===== config.mk =====
export PLATFORM = sky130hd
export DESIGN_NAME = sta_ctrl
export DESIGN_NICKNAME = d
export VERILOG_FILES = /design/src/hw/rtl/sta_pkg.sv /design/src/hw/rtl/sta_ctrl.sv
export SDC_FILE = /design/constraint.sdc
export NUM_CORES = 1
export LEC_CHECK = 0
export BUFFER_PORTS_ARGS = -buffer_cell sky130_fd_sc_hd__buf_2
export CORE_AREA = 2 2 39 41
export CTS_CLUSTER_DIAMETER = 30
export DETAILED_ROUTE_END_ITERATION = 12
export DIE_AREA = 0 0 41 43
export SLEW_MARGIN = 20
export SYNTH_ARGS = -nofsm -noshare
export SYNTH_HDL_FRONTEND = slang
export SYNTH_SLANG_ARGS = --single-unit

===== constraint.sdc =====
create_clock -name i_clk -period 1.2 [get_ports i_clk]
set_input_delay 0.24 -clock i_clk [delete_from_list [all_inputs] [get_ports i_clk]]
set_output_delay 0.24 -clock i_clk [all_outputs]
set_load 0.05 [all_outputs]

===== src/hw/rtl/sta_pkg.sv =====
// Package for the sample timestamp accumulator.
// Holds widths, command codes, controller states and the control/status structs.
// No dependencies.
package sta_pkg;

    localparam int TS_W      = 64;
    localparam int NUM_W     = 32;
    localparam int DEN_W     = 16;
    localparam int SAMP_W    = 16;
    localparam int TICK_W    = 30;
    localparam int KIND_W    = 3;
    localparam int DIV_W     = 64;
    localparam int DIV_CNT_W = $clog2(DIV_W);
    localparam int PROD_A_W  = SAMP_W + TICK_W;

    localparam logic [TICK_W-1:0] TICK_RATE_RST = TICK_W'(1000000);

    typedef logic [KIND_W-1:0] t_kind;

    localparam t_kind KIND_INIT    = 3'd0;
    localparam t_kind KIND_CHANGE  = 3'd1;
    localparam t_kind KIND_SET     = 3'd2;
    localparam t_kind KIND_ADVANCE = 3'd3;
    localparam t_kind KIND_REWIND  = 3'd4;

    typedef enum logic [2:0] {
        ST_IDLE,
        ST_DECODE,
        ST_MUL_A,
        ST_MUL_B,
        ST_DIV_LOAD,
        ST_DIV,
        ST_UPDATE,
        ST_OUT
    } t_state;

    typedef struct packed {
        logic latch;
        logic mul_a;
        logic mul_b;
        logic div_start;
        logic update;
        logic out_load;
    } t_dp_cmd;

    typedef struct packed {
        t_kind kind;
        logic  stamp_valid;
        logic  div_done;
        logic  out_free;
    } t_dp_sts;

endpackage


===== src/hw/rtl/sta_ctrl.sv =====
// Controller state machine for the sample timestamp accumulator.
// Sequences latch, multiply, divide, update and result load. Depends on sta_pkg.
module sta_ctrl (
    input  logic             i_clk,
    input  logic             i_rst_n,
    input  logic             i_in_valid,
    output logic             o_in_ready,
    input  sta_pkg::t_dp_sts i_sts,
    output sta_pkg::t_dp_cmd o_cmd
);

    sta_pkg::t_state r_state;
    sta_pkg::t_state n_state;

    always_ff @(posedge i_clk) begin
        if (!i_rst_n) begin
            r_state <= sta_pkg::ST_IDLE;
        end else begin
            r_state <= n_state;
        end
    end

    always_comb begin
        n_state = r_state;
        unique case (r_state)
            sta_pkg::ST_IDLE: begin
                if (i_in_valid) n_state = sta_pkg::ST_DECODE;
            end
            sta_pkg::ST_DECODE: begin
                priority if (i_sts.kind == sta_pkg::KIND_CHANGE) begin
                    n_state = sta_pkg::ST_MUL_A;
                end else if ((i_sts.kind == sta_pkg::KIND_ADVANCE ||
                              i_sts.kind == sta_pkg::KIND_REWIND) && i_sts.stamp_valid) begin
                    n_state = sta_pkg::ST_MUL_A;
                end else begin
                    n_state = sta_pkg::ST_UPDATE;
                end
            end
            sta_pkg::ST_MUL_A: begin
                if (i_sts.kind == sta_pkg::KIND_CHANGE) n_state = sta_pkg::ST_DIV_LOAD;
                else n_state = sta_pkg::ST_MUL_B;
            end
            sta_pkg::ST_MUL_B:    n_state = sta_pkg::ST_DIV_LOAD;
            sta_pkg::ST_DIV_LOAD: n_state = sta_pkg::ST_DIV;
            sta_pkg::ST_DIV: begin
                if (i_sts.div_done) n_state = sta_pkg::ST_UPDATE;
            end
            sta_pkg::ST_UPDATE:   n_state = sta_pkg::ST_OUT;
            sta_pkg::ST_OUT: begin
                if (i_sts.out_free) n_state = sta_pkg::ST_IDLE;
            end
            default:              n_state = sta_pkg::ST_IDLE;
        endcase
    end

    always_comb begin
        o_cmd      = '0;
        o_in_ready = 1'b0;
        unique case (r_state)
            sta_pkg::ST_IDLE: begin
                o_in_ready  = 1'b1;
                o_cmd.latch = i_in_valid;
            end
            sta_pkg::ST_MUL_A:    o_cmd.mul_a     = 1'b1;
            sta_pkg::ST_MUL_B:    o_cmd.mul_b     = 1'b1;
            sta_pkg::ST_DIV_LOAD: o_cmd.div_start = 1'b1;
            sta_pkg::ST_UPDATE:   o_cmd.update    = 1'b1;
            sta_pkg::ST_OUT:      o_cmd.out_load  = i_sts.out_free;
            default: begin
            end
        endcase
    end

endmodule


### After elaboration in Yosys (flattened, before gate mapping)

Cells that the tools add are included.
Widths: inputs -> output; s select.

| word-level totals | value |
|---|---|
| bits in registers | 3 |
| output and inout port bits | 7 |
| logic and storage cells | 32 |

| operators by class | value |
|---|---|
| eq/ne operators | 13 |
| muxes and demuxes | 14 |
| reduce and logical (&&, ||, !) cells | 4 |

Operator list:

| operator | number |
|---|---|
| $pmux 3 s8 | 1 |
| $mux 3 | 6 |
| $eq 3x3->1 const B | 5 |
| $eq 3x2->1 const B | 3 |
| $mux 1 | 7 |
| $eq 3x1->1 const B | 2 |
| $ne 2x2->1 const B | 3 |
| $logic_not 3->1 | 1 |
| $reduce_and 3->1 | 1 |
| $logic_and 1x1->1 | 1 |
| $logic_or 1x1->1 | 1 |

### Depth between registers and ports, before layout

| depth | value |
|---|---|
| word-level depth | 6 |
| gate-level depth with buffers | 5 |
| mapped depth without buffers | 4 |

### Worst setup path before layout

Ideal clock, no wire load.

| timing path | value |
|---|---|
| path kind | register to output |
| start | reg r_state[0] |
| end | out o_cmd[5] (netlist bit) |
| data arrival time | 2119 ps |
| data required time | 960 ps |
| path slack | -1159 ps |
| stages on the path, launching flop included | 4 |
| path through | dfxtp_1 > buf_2 > nor3_1 > and2_1 |

RTL lines:

| item | line | text |
|---|---|---|
| from (decl) | sta_ctrl.sv:12 | `sta_pkg::t_state r_state;` |
| from (signal assigned) | sta_ctrl.sv:17 | `r_state <= sta_pkg::ST_IDLE;` |
| from (signal assigned) | sta_ctrl.sv:19 | `r_state <= n_state;` |
| to (decl) | sta_ctrl.sv:9 | `output sta_pkg::t_dp_cmd o_cmd` |

==> summary.txt <==
Run status
  • Outcome: finished, violations left
  • Failing checks: setup timing

Final layout
  • Final net count: 71
  • Layout fillers: 152
  • Top flop regs: r_state x3
  • # diodes: 0
  • Most common cell after layout, fill and taps aside: buf_2
  • Layout cell share with drive strength beyond 1: 67.2%
  • Max reg flops: 3
  • Most frequent cells in the layout: 9 x buf_2, 6 x buf_6, 5 x buf_4
  • Largest Register: r_state
  • Synth-to-layout area growth: 113%

Setup path
  • R2R Path Start: r_state[1]
  • Req. time, crit path: 0.96 ns
  • Reg2Reg Depth: 5
  • Worst EP arrival: 1.13 ns
  • FF-to-FF setup slack: 0.10 ns
  • Crit. End Element: primary output
  • Crit start category: register
  • CP Class: register to primary output
  • Reg2reg end: r_state[0]
  • CP Max Fanout: 4

Floorplan
  • Top Ports: 16
  • Die width: 41 um
  • Die H: 43 um
  • Core area: 0.00138 mm2
  • Full die area: 0.00176 mm2
  • Row count: 14
  • Starting Density: 19.0%

Worst hold path
  • Hold Path Sink: r_state[2]
  • Min-Delay Path Depth: 3
  • HP Start: i_rst_n
  • Hold crit path type: input pin to register

Pwr
  • Logic gate share of total power: 53.3%
  • Power Density: 1300 mW/mm2
  • P_sw: 0.000314 W
  • Power Total: 0.000729 W
  • Sequential power share: 21.2%
  • Leakage: 0.248 nW
  • Internal power: 0.000415 W
  • Switch share: 43.1%
  • Clock share of power: 25.5%
  • VDD IR max: 0.000491 V

Routing
  • Via count: 352
  • WL final: 885 um
  • Via density: 4.57
  • Remaining antenna violation count: 0
  • 1st-pass router iterations: 2
  • Drt drc: 0
  • Avg WL per Cell: 11.5 um
  • Initial drt markers: 2

Synth
  • Avg Inst Size Synth: 7.10 um2
  • Syn nets: 46
  • Yosys warning count: 0
  • Yosys top cell area share: 22.9%
  • Synthesized netlist cell count: 37
  • Post-synthesis sequential area ratio: 22.9%
  • Library cells used by synthesis: 21
  • Area contributors post-synth: dfxtp_1 23%, nor3_1 9.5%, nor2_1 7.1%
  • Post-Syn Area: 263 um2
  • Yosys reg bits: 3
  • Area leader, netlist: dfxtp_1

Placed design
  • # port buffers: 15
  • Final HPWL DP: 603 um
  • Routability cong.: 0.823

STA
  • Slew margin rel.: 83.1%
  • Max-slew violations: 0
  • Setup tns final: -0.855 ns
  • Max Clock Freq: 730 MHz
  • Final period utilization: 114%
  • Setup ws final: -0.170 ns
  • Final worst path period need: 1.37 ns
  • Worst-Margin Slew: 0.252 ns
  • Final setup vio count: 7
  • Skew final: 0.00289 ns
  • RSZ-0062 raised after global routing: yes
  • Final hold violations: 0

CTS
  • Hold Buf Count CTS: 0
  • H-tree depth: 1
  • Clk sinks: 3
  • CTS tree: built
  • CTS buffer count: 3
  • Worst skew pair latency: 0.24 ns
  • CTS Buffer Depth: 2
  • CTS Root Cell: clkbuf_4
  • Clk slew on worst S/H paths: 0.04 ns

Job
  • Max-cap viol count: 0

GRT
  • First-pass GRT wire length: 1.48 mm
  • Largest net degree at the start of global routing: 7
  • Initial antenna violation count: 0
  • Vias in the first global route: 351
  • GRT Total Usage: 12.5%
  • GR Overflow Total: 0
## cell families after synthesis
logic type             synth area share, %
buffers and inverters                 13.3
AND/OR/NAND/NOR                       38.6
flip-flops                            22.9
multiplexers                          3.81
AO/OA/AOI/OAI                         21.4
## repair_timing
item	CTS	global route
gates resized for setup	24	3
buffers inserted	0	1
endpoints found under the setup margin	8	7
pin swaps	1	3
## cell usage after synthesis
master / count
o211ai_1: 1
mux2i_1: 1
inv_2: 1
inv_1: 3
nand2_1: 2
nor3b_2: 1
nor2b_1: 1
a31oi_1: 1
nor3_1: 5
a21oi_1: 2
a2111oi_2: 1
nand2b_1: 2
dfxtp_1: 3
buf_2: 1
a22o_1: 1
or3_1: 1
nor2_1: 5
a32oi_1: 1
and2_1: 1
nor4_1: 1
buf_4: 2
## final cells by class
type / instances / area (um2) / area share [%]
Sequential cell: 3 / 71.3 / 12.8
Tap cell: 16 / 20.0 / 3.58
Clock buffer: 4 / 26.3 / 4.70
Timing Repair Buffer: 23 / 195 / 34.9
Inverter: 4 / 15.0 / 2.68
Multi-Input combinational cell: 27 / 231 / 41.4
## layer usage
metal / up-vias / global-route usage, % / part of all wire, % / routed length (um)
li1: 177 / - / - / -
met2: 10 / 18.4 / 55 / 485
met4: 0 / 6.00 / 0 / 0
met1: 165 / 14.9 / 40 / 350
met3: 0 / 5.24 / 5.5 / 49
met5: - / 0 / 0 / 0
## stage by stage
stage / instance area [um2] / cells / utilization (%) / hold slack, ns / worst slack (ns)
floorplan: 327 / 37 / - / 0.412 / -0.291
global placement: 444 / 72 / 32.1 / 0.552 / -0.0799
detailed placement: 444 / 72 / 32.1 / 0.531 / -0.0784
CTS: 541 / 76 / 39.1 / 0.301 / -0.164
global route: 559 / 77 / 40.4 / 0.315 / -0.221
finish: 559 / 77 / 40.4 / 0.307 / -0.170
## critical path, stage by stage (launching register included)
cell,delay (ns)
dfxtp_4,0.36
buf_6,0.12
nor3_4,0.11
and2_4,0.17
buf_8,0.13
## worst max-delay path by stage
stage | startpoint | slack (ns) | to | cells after the start
2_1_floorplan | r_state[2] | -0.29 | o_cmd[5] | 3
3_3_place_gp | r_state[1] | -0.08 | o_cmd[0] | 3
3_5_place_dp | r_state[1] | -0.08 | o_cmd[4] | 3
4_1_cts | r_state[0] | -0.16 | o_cmd[5] | 4
5_1_grt | r_state[0] | -0.22 | o_cmd[5] | 4
6_report | r_state[0] | -0.17 | o_cmd[5] | 4
## power groups by stage
stage	logic, W	clock network, W	registers, W
after detailed placement	0.000327	0	0.000146
after global routing	0.000414	0.000210	0.000157
after CTS	0.000373	0.000186	0.000152
after global placement	0.000327	0	0.000145
final	0.000389	0.000186	0.000154
after floorplan	0.000281	0	0.000122
(Power assumes the default switching activity.)
